`src/rtl/core/ntl_pkg.sv`:
```
// ----------------------------------------------------------------------------
// ntl_pkg
// Shared constants, codes and types of the nearest timestamp lookup block.
// ----------------------------------------------------------------------------
package ntl_pkg;

    localparam int TABLE_DEPTH = 1024;
    localparam int IDX_W       = $clog2(TABLE_DEPTH);
    localparam int CNT_W       = IDX_W + 1;
    localparam int TIME_W      = 48;
    localparam int VALUE_W     = 32;
    localparam int REQ_W       = 2;
    localparam int STAT_W      = 2;

    // request codes
    localparam logic [REQ_W-1:0] REQ_APPEND = 2'd0;
    localparam logic [REQ_W-1:0] REQ_QUERY  = 2'd1;
    localparam logic [REQ_W-1:0] REQ_CLEAR  = 2'd2;

    // status codes
    localparam logic [STAT_W-1:0] STAT_OK    = 2'd0;
    localparam logic [STAT_W-1:0] STAT_EMPTY = 2'd1;
    localparam logic [STAT_W-1:0] STAT_FULL  = 2'd2;

    typedef struct packed {
        logic [TIME_W-1:0]  ts;
        logic [VALUE_W-1:0] value;
    } sample_t;

    typedef struct packed {
        logic             wr_en;
        logic [IDX_W-1:0] wr_addr;
        sample_t          wr_data;
        logic             rd_en;
        logic [IDX_W-1:0] rd_addr;
    } mem_req_t;

    typedef struct packed {
        logic [STAT_W-1:0]  status;
        logic [VALUE_W-1:0] value;
        logic [IDX_W-1:0]   index;
        logic [CNT_W-1:0]   count;
    } result_t;

endpackage

```
`src/rtl/core/ntl_if.sv`:
```
// ----------------------------------------------------------------------------
// ntl_if
// Request and response channels of the nearest timestamp lookup block.
// ----------------------------------------------------------------------------
interface ntl_req_if
    import ntl_pkg::*;
();
    logic                      valid;
    logic                      ready;
    logic [REQ_W-1:0]          req_type;
    logic [TIME_W-1:0]         entry_time;
    logic signed [VALUE_W-1:0] entry_value;
    logic [TIME_W-1:0]         query_time;

    modport source (output valid, req_type, entry_time, entry_value, query_time,
                    input ready);
    modport sink   (input valid, req_type, entry_time, entry_value, query_time,
                    output ready);
endinterface


```
`src/rtl/core/ntl_ctrl.sv`:
```
// ----------------------------------------------------------------------------
// ntl_ctrl
// Request sequencer: appends, clears, end checks, binary search, tie compare.
// ----------------------------------------------------------------------------
module ntl_ctrl
    import ntl_pkg::*;
(
    input  logic      clk,
    input  logic      rst_n,
    ntl_req_if.sink   req,
    output mem_req_t  mem_req,
    input  sample_t   rd_data,
    output result_t   res,
    output logic      res_valid,
    input  logic      res_ready
);

    typedef enum logic [5:0] {
        S_IDLE   = 6'b000001,
        S_FIRST  = 6'b000010,
        S_LAST   = 6'b000100,
        S_SEARCH = 6'b001000,
        S_BELOW  = 6'b010000,
        S_RESP   = 6'b100000
    } state_t;

    state_t            state_reg, state_next;
    logic [CNT_W-1:0]  count_reg, count_next;
    logic [TIME_W-1:0] pos_reg, pos_next;
    logic [IDX_W-1:0]  last_reg, last_next;
    logic [IDX_W-1:0]  lo_reg, lo_next;
    logic [IDX_W-1:0]  hi_reg, hi_next;
    logic [IDX_W-1:0]  mid_reg, mid_next;
    sample_t           hi_smp_reg, hi_smp_next;
    result_t           res_reg, res_next;

    logic                     accept;
    logic [IDX_W-1:0]         lo_c, hi_c;
    logic [IDX_W:0]           sum_c;
    logic signed [TIME_W:0]   below_c, above_c;

    assign req.ready = (state_reg == S_IDLE);
    assign accept    = req.valid && req.ready;
    assign res       = res_reg;
    assign res_valid = (state_reg == S_RESP);

    // distances as in a signed 64-bit subtract; 49 bits hold every difference
    assign below_c = $signed({1'b0, pos_reg}) - $signed({1'b0, rd_data.ts});
    assign above_c = $signed({1'b0, hi_smp_reg.ts}) - $signed({1'b0, pos_reg});

    always_comb
    begin
        state_next  = state_reg;
        count_next  = count_reg;
        pos_next    = pos_reg;
        last_next   = last_reg;
        lo_next     = lo_reg;
        hi_next     = hi_reg;
        mid_next    = mid_reg;
        hi_smp_next = hi_smp_reg;
        res_next    = res_reg;
        mem_req     = '0;
        lo_c        = lo_reg;
        hi_c        = hi_reg;
        sum_c       = '0;

        case (state_reg)
            S_IDLE:
            begin
                if (accept)
                begin
                    res_next = '{status: STAT_OK, value: '0, index: '0, count: count_reg};
                    state_next = S_RESP;
                    case (req.req_type)
                        REQ_APPEND:
                        begin
                            if (count_reg >= CNT_W'(TABLE_DEPTH))
                            begin
                                res_next.status = STAT_FULL;
                            end
                            else
                            begin
                                mem_req.wr_en         = 1'b1;
                                mem_req.wr_addr       = count_reg[IDX_W-1:0];
                                mem_req.wr_data.ts    = req.entry_time;
                                mem_req.wr_data.value = req.entry_value;
                                count_next            = count_reg + 1'b1;
                                res_next.count        = count_reg + 1'b1;
                            end
                        end
                        REQ_QUERY:
                        begin
                            pos_next = req.query_time;
                            if (count_reg == '0)
                            begin
                                res_next.status = STAT_EMPTY;
                            end
                            else
                            begin
                                mem_req.rd_en   = 1'b1;
                                mem_req.rd_addr = '0;
                                last_next       = IDX_W'(count_reg - 1'b1);
                                state_next      = S_FIRST;
                            end
                        end
                        REQ_CLEAR:
                        begin
                            count_next     = '0;
                            res_next.count = '0;
                        end
                        default:
                        begin
                            // unused code: no change, plain ok result
                        end
                    endcase
                end
            end

            S_FIRST:
            begin
                if (pos_reg <= rd_data.ts)
                begin
                    res_next   = '{status: STAT_OK, value: rd_data.value, index: '0,
                                   count: count_reg};
                    state_next = S_RESP;
                end
                else
                begin
                    mem_req.rd_en   = 1'b1;
                    mem_req.rd_addr = last_reg;
                    state_next      = S_LAST;
                end
            end

            S_LAST:
            begin
                if (pos_reg >= rd_data.ts)
                begin
                    res_next   = '{status: STAT_OK, value: rd_data.value, index: last_reg,
                                   count: count_reg};
                    state_next = S_RESP;
                end
                else
                begin
                    // here first < pos < last, so the table holds at least two
                    lo_next         = '0;
                    hi_next         = last_reg;
                    hi_smp_next     = rd_data;
                    sum_c           = {1'b0, last_reg};
                    mid_next        = sum_c[IDX_W:1];
                    mem_req.rd_en   = 1'b1;
                    mem_req.rd_addr = sum_c[IDX_W:1];
                    state_next      = S_SEARCH;
                end
            end

            S_SEARCH:
            begin
                if (rd_data.ts < pos_reg)
                begin
                    lo_c = mid_reg + 1'b1;
                end
                else
                begin
                    hi_c        = mid_reg;
                    hi_smp_next = rd_data;
                end
                lo_next       = lo_c;
                hi_next       = hi_c;
                sum_c         = {1'b0, lo_c} + {1'b0, hi_c};
                mem_req.rd_en = 1'b1;
                if (lo_c < hi_c)
                begin
                    mid_next        = sum_c[IDX_W:1];
                    mem_req.rd_addr = sum_c[IDX_W:1];
                end
                else
                begin
                    // lo is at least one since the first sample lies below pos
                    mem_req.rd_addr = lo_c - 1'b1;
                    state_next      = S_BELOW;
                end
            end

            S_BELOW:
            begin
                // tie goes to the earlier sample
                if (below_c <= above_c)
                begin
                    res_next = '{status: STAT_OK, value: rd_data.value,
                                 index: lo_reg - 1'b1, count: count_reg};
                end
                else
                begin
                    res_next = '{status: STAT_OK, value: hi_smp_reg.value,
                                 index: lo_reg, count: count_reg};
                end
                state_next = S_RESP;
            end

            S_RESP:
            begin
                if (res_ready)
                begin
                    state_next = S_IDLE;
                end
            end

            default:
            begin
                state_next = S_IDLE;
            end
        endcase
    end

    always_ff @(posedge clk or negedge rst_n)
    begin
        if (!rst_n)
        begin
            state_reg <= S_IDLE;
            count_reg <= '0;
        end
        else
        begin
            state_reg <= state_next;
            count_reg <= count_next;
        end
    end

    always_ff @(posedge clk)
    begin
        pos_reg    <= pos_next;
        last_reg   <= last_next;
        lo_reg     <= lo_next;
        hi_reg     <= hi_next;
        mid_reg    <= mid_next;
        hi_smp_reg <= hi_smp_next;
        res_reg    <= res_next;
    end

endmodule

```
`src/flat_wrapper.sv`:
```
// flat-port wrapper written by rule: the top's interface ports become plain ports
module ntl_ctrl_flat import ntl_pkg::*;
  (clk, rst_n, mem_req, rd_data, res, res_valid, res_ready, req_valid, req_req_type, req_entry_time, req_entry_value, req_query_time, req_ready);
  ntl_req_if req_i ();
  input  logic clk;
  input  logic rst_n;
  output mem_req_t mem_req;
  input  sample_t rd_data;
  output result_t res;
  output logic res_valid;
  input  logic res_ready;
  input wire logic [$bits(req_i.valid)-1:0] req_valid;
  input wire logic [$bits(req_i.req_type)-1:0] req_req_type;
  input wire logic [$bits(req_i.entry_time)-1:0] req_entry_time;
  input wire logic [$bits(req_i.entry_value)-1:0] req_entry_value;
  input wire logic [$bits(req_i.query_time)-1:0] req_query_time;
  output wire logic [$bits(req_i.ready)-1:0] req_ready;
  assign req_i.valid = req_valid;
  assign req_i.req_type = req_req_type;
  assign req_i.entry_time = req_entry_time;
  assign req_i.entry_value = req_entry_value;
  assign req_i.query_time = req_query_time;
  assign req_ready = req_i.ready;
  ntl_ctrl u_core (.clk(clk), .rst_n(rst_n), .req(req_i), .mem_req(mem_req), .rd_data(rd_data), .res(res), .res_valid(res_valid), .res_ready(res_ready));
endmodule
```
`config.mk`:
```
export PLATFORM = sky130hd
export DESIGN_NAME = ntl_ctrl_flat
export DESIGN_NICKNAME = d
export VERILOG_FILES = /design/src/rtl/core/ntl_pkg.sv /design/src/rtl/core/ntl_if.sv /design/src/rtl/core/ntl_ctrl.sv /design/src/flat_wrapper.sv
export SDC_FILE = /design/constraint.sdc
export NUM_CORES = 1
export LEC_CHECK = 0
export BUFFER_PORTS_ARGS = -buffer_cell sky130_fd_sc_hd__buf_2
export CAP_MARGIN = 40
export CORE_ASPECT_RATIO = 1.75
export CORE_MARGIN = 1.5
export CORE_UTILIZATION = 40
export CTS_CLUSTER_DIAMETER = 150
export CTS_CLUSTER_SIZE = 14
export DETAILED_ROUTE_END_ITERATION = 12
export HOLD_SLACK_MARGIN = 0.03
export SETUP_SLACK_MARGIN = 0.02
export SYNTH_ARGS = -nofsm -noshare
export SYNTH_HDL_FRONTEND = slang
export SYNTH_SLANG_ARGS = --single-unit
```
`constraint.sdc`:
```
create_clock -name clk -period 8.71 [get_ports clk]
set_clock_uncertainty 0.2 [all_clocks]
set_input_delay 0.4355 -clock clk [delete_from_list [all_inputs] [get_ports clk]]
set_output_delay 0.4355 -clock clk [all_outputs]
set_load 0.005 [all_outputs]
```
# Word-level counts from Yosys, hierarchy flattened
# Cells that the tools add are included.
# Widths: inputs -> output; s select.
dict set report word_totals {
  reg_bits 240
  in_bits 214
}
dict set report classes {
  add_sub_neg 8
  magnitude_cmp 6
  eq_ne 16
  n_mux 42
  n_bitwise 1
  n_reduce_logical 13
}
# op n
set op_table {}
lappend op_table {{$mux 91} 3}
lappend op_table {{$pmux 55 s4} 1}
lappend op_table {{$mux 55} 3}
lappend op_table {{$mux 80} 2}
lappend op_table {{$pmux 80 s2} 1}
lappend op_table {{$mux 102} 1}
lappend op_table {{$sub 48x48->49} 2}
lappend op_table {{$mux 10} 9}
lappend op_table {{$pmux 10 s2} 3}
lappend op_table {{$mux 11} 5}
lappend op_table {{$mux 53} 1}
lappend op_table {{$le 49x49->1} 1}
lappend op_table {{$ge 48x48->1} 1}
lappend op_table {{$le 48x48->1} 1}
lappend op_table {{$lt 48x48->1} 1}
lappend op_table {{$pmux 11 s4} 1}
lappend op_table {{$mux 6} 7}
lappend op_table {{$pmux 6 s6} 1}
lappend op_table {{$sub 10x1->10 const B} 3}
lappend op_table {{$pmux 11 s2} 1}
lappend op_table {{$reduce_and 3->1} 4}
lappend op_table {{$add 10x10->11} 1}
lappend op_table {{$add 11x1->11 const B} 1}
lappend op_table {{$ge 11x11->1 const B} 1}
lappend op_table {{23 further kinds} 31}

# Logic depth before layout (Yosys ltp)
dict set report logic_depth {
  ltp_word 6
  depth_mapped 28
  mapped_depth_nobuf 27
}

# Worst setup path before layout
# No wires, ideal clock.
dict set report synth_timing {
  path_type {input-to-reg}
  start {in rd_data[33] in the netlist's numbering}
  end {reg u_core.res_reg, in the netlist u_core.res[0], enable pin}
  setup_time_ns 0.604
  t_arrival_ns 7.802
  required_ns 7.906
  setup_slack_ns 0.104
  path_stages 12
  cell_sequence {inv_1 > ha_1 > nor2b_1 > o211ai_1 > a21boi_1 > o31a_1 > o31a_1 > o21ai_2 > buf_4 > nor2b_1 > buf_1 > nor4_1}
}
dict set report synth_between {
  elab_chain_cells 3
  word_cells_on_any_way 5
  cone_classes {order compare: 2; eq/ne: 2; reduce/logical: 1}
}
# element line_no
set synth_rtl {}
lappend synth_rtl {{from (decl)} flat_wrapper.sv:8} ;# input sample_t rd_data;
lappend synth_rtl {{$ge 48x48->1 or $le 48x48->1 (tied branches)} {ntl_ctrl.sv:137, ntl_ctrl.sv:121}}
lappend synth_rtl {{$ne 2x1->1 (no line)} n/a}
lappend synth_rtl {{$reduce_and 4->1 (no line) *} n/a}
lappend synth_rtl {{to (signal assigned)} ntl_ctrl.sv:238} ;# res_reg <= res_next;
lappend synth_rtl {{to (decl)} ntl_ctrl.sv:35} ;# result_t res_reg, res_next;
# Mark *: on every way between the ends. The rest lies on a longest branch, timed or not.
# A chain may end at the register's enable or synchronous reset.

==> results.json <==
{
  "largest_register_ff_count": 80,
  "min-delay-path-class": "in -> reg",
  "maximum_number_of_pins_on_one_net_before_global_route_repair": 90,
  "type_of_element_launching_the_critical_path": "input pin",
  "post_synth_instance_area_sq_um": 17500,
  "placement.io_buffers": 372,
  "clock.fmax_ghz": 0.121,
  "p_sw_share_pct": 33.5,
  "yosys_warnings": 0,
  "fp-row-count": 101,
  "clockRootBuffer": "clkbuf_16",
  "total_power_mw": 3.61,
  "firstDrtPassIters": 5,
  "power.sequential.fraction_pct": 42.1,
  "drt-wirelength-per-cell_um": 21.0,
  "synth_top_cell_area_share_pct": 38.3,
  "hpwlAfterDp_um": 48300,
  "critPathKind": "in -> out",
  "post_cts_hold_buffer_count": 130,
  "p_sw_mw": 1.21,
  "critical_path_required_ns": 8.07,
  "clock_tree_from_tritoncts": "done",
  "finalWeightedCongestion": 0.985,
  "clock_power_share_pct": 24.9,
  "synth_top_area_cells": "edfxtp_1, ha_1, a21oi_1",
  "initial_utilization_pct": 40.5,
  "drc": 0,
  "vdd_ir_drop_max_v": 0.000145,
  "setup_viol": 0,
  "power.share.combinational_pct": 33.0,
  "ys_seq_elements": 240,
  "number_of_vias_in_the_routed_layout": 15700,
  "finalCriticalPeriod_ns": 8.25,
  "fin_ws_ns": 0.462,
  "power_report.internal_total_mw": 2.40,
  "max_slew.worst_pin.slew_ns": 0.876,
  "groute.usage.overall_pct": 26.3,
  "ys_async_sr_fraction_pct": 7.08,
  "grt_first_pass_wirelength_um": 90000,
  "clock_insertion_delay_worst_skew_ns": 0.55,
  "number_of_antenna_violations_at_the_first_check_in_global_routing": 2,
  "post_route_cells_drive_above_1_share_pct": 19.5,
  "design.final.nets": 2687,
  "end_kind": "output pin",
  "grt_pass1_vias": 16300,
  "pins_over_their_slew_limit": 0,
  "synth_largest_area_cell": "edfxtp_1",
  "synth_instances": 1820,
  "chipWidth_um": 161,
  "detail_route.iter0.violations": 917,
  "run_status": "finished clean",
  "cts-root-to-sink-buffers": 3,
  "cts_setup_buffers": 0,
  "finish.cell_count_without_fillers": 2883,
  "cts_buffers": 21,
  "clkSinkCount": 240,
  "design.die.area_sq_um": 45100,
  "setup_tns_ns": 0,
  "holdPathStages": 4,
  "dieHeight_um": 280,
  "core-area_sq_um": 43200,
  "global_route.overflow_total": 0,
  "synth_edf_count": 223,
  "leak_pwr_nw": 10.1,
  "power_density_nw_per_um2": 164,
  "final.period_utilization_pct": 94.7,
  "synth_seq_area_share_pct": 40.7,
  "flow.area_growth_from_synthesis_pct": 25.4,
  "postRouteAntennaNets": 0,
  "rsz0062_at_grt": "false",
  "synth-main-ff-cell": "edfxtp_1",
  "cts-htree-levels": 1,
  "numPlacedInstances": 2713,
  "cp_data_arrival_time_ns": 7.61,
  "preCtsSetupSlack_ns": 1.06,
  "syn-num-nets": 2207,
  "worst_setup_hold_path_clk_slew_ns": 0.07,
  "worst_r2r_path_depth": 19,
  "critPathMaxFanout": 21,
  "layout.cells.most_common": "buf_2",
  "vias_per_cell": 5.44,
  "boundary_pin_count": 373,
  "slew_headroom_pct": 41.4,
  "post_cts_resized": 0,
  "finalWirelength_um": 60400,
  "drv.max_cap_violation_count": 0,
  "synth_cell_types": 82,
  "mostFrequentLayoutCells": "buf_2, edfxtp_1, ha_1",
  "mean_area_per_synthesized_cell_sq_um": 9.61,
  "finalHoldViolations": 0
}
## kinds of logic after synthesis
family / count (synthesis) / synth area share (%)
compound gates: 520 / 19.2
simple gates: 507 / 14.9
flops: 240 / 40.7
buf+inv: 234 / 5.19
fa+ha+maj: 173 / 12.5
xor+xnor: 124 / 6.21
mux: 22 / 1.30
## through the flow
step / cell area [sq um] / util (%) / hold WS, ns
2_1_floorplan: 17500 / - / -0.0601
3_3_place_gp: 20000 / 46.2 / 0.201
3_5_place_dp: 20000 / 46.4 / 0.196
4_1_cts: 21900 / 50.8 / 0.0637
5_1_grt: 21900 / 50.8 / 0.0971
6_report: 21900 / 50.8 / 0.0858
## worst max-delay path, stage by stage
cell and delay [ns]:
dlygate4sd3_1 0.52, buf_2 0.12, inv_1 0.04, ha_1 0.39
nand3_1 0.26, nor4_1 0.77, nand4_1 0.58, o21ai_4 0.45
buf_16 0.24, mux2i_1 0.52, inv_1 0.14, ha_1 0.38
a21oi_1 0.23, o21bai_1 0.09, a21oi_1 0.14, nor2_1 0.04
o21ai_0 0.30, a21oi_1 0.15, a21oi_2 0.45, nor2_1 0.37
a222oi_1 0.59, nand2_1 0.20, buf_2 0.17
## synthesized netlist by cell type (30+ instances only)
cell type  number
nand2_1       107
a21o_1         66
ha_1          170
a22o_1         34
xor2_1         53
nand3_1        30
o21ai_0       115
a21oi_1       134
clkbuf_1       50
edfxtp_1      223
nor2_1        110
inv_1         169
xnor2_1        71
and2_1         93
nand4_1        35
## cell type report
type / count / area (sq um)
repair buffers: 522 / 3350
well taps: 566 / 708
fillers: 4126 / 21300
inverters: 169 / 634
clock buffers: 35 / 578
multi-input cells: 1346 / 9520
diodes: 3 / 7.51
clock inverters: 2 / 25.0
flip-flops and latches: 240 / 7120
## path summary, 6_finish.rpt
kind                       slack, ns                             from                               to
setup / recovery                0.46                      rd_data[52]                       mem_req[2]
hold / removal                  0.09                        req_valid  u_core.state_reg[0]$_DFFE_PN1P_
setup reg to reg                1.71     u_core.pos_reg[20]$_DFFE_PP_      u_core.mid_reg[0]$_DFFE_PP_
hold reg to reg                 0.34  u_core.hi_smp_reg[22]$_DFFE_PP_         u_core.res[43]$_DFFE_PP_
max in group asynchronous       7.80                            rst_n  u_core.state_reg[0]$_DFFE_PN1P_
min in group asynchronous       0.19                            rst_n  u_core.state_reg[2]$_DFFE_PN0P_
## power groups by stage
| stage | sequential [mW] | combinational [mW] | clock, mW |
|---|---|---|---|
| 4_1_cts | 1.52 | 1.19 | 0.933 |
| 2_1_floorplan | 1.56 | 0.672 | 0 |
| 6_report | 1.52 | 1.19 | 0.898 |
| 3_3_place_gp | 1.54 | 1.13 | 0 |
| 3_5_place_dp | 1.54 | 1.14 | 0 |
| 5_1_grt | 1.53 | 1.31 | 0.961 |
## routing by layer
layer  global-route usage (%)  share of wire [%]  vias up
met1                     23.4                 32     7399
met2                     54.0                 57      585
met4                     16.6                6.6        0
met5                        0                  0        -
met3                     3.09                4.5      166
li1                         -                  -     7544
Note: power is estimated with default switching activity, not from simulation.
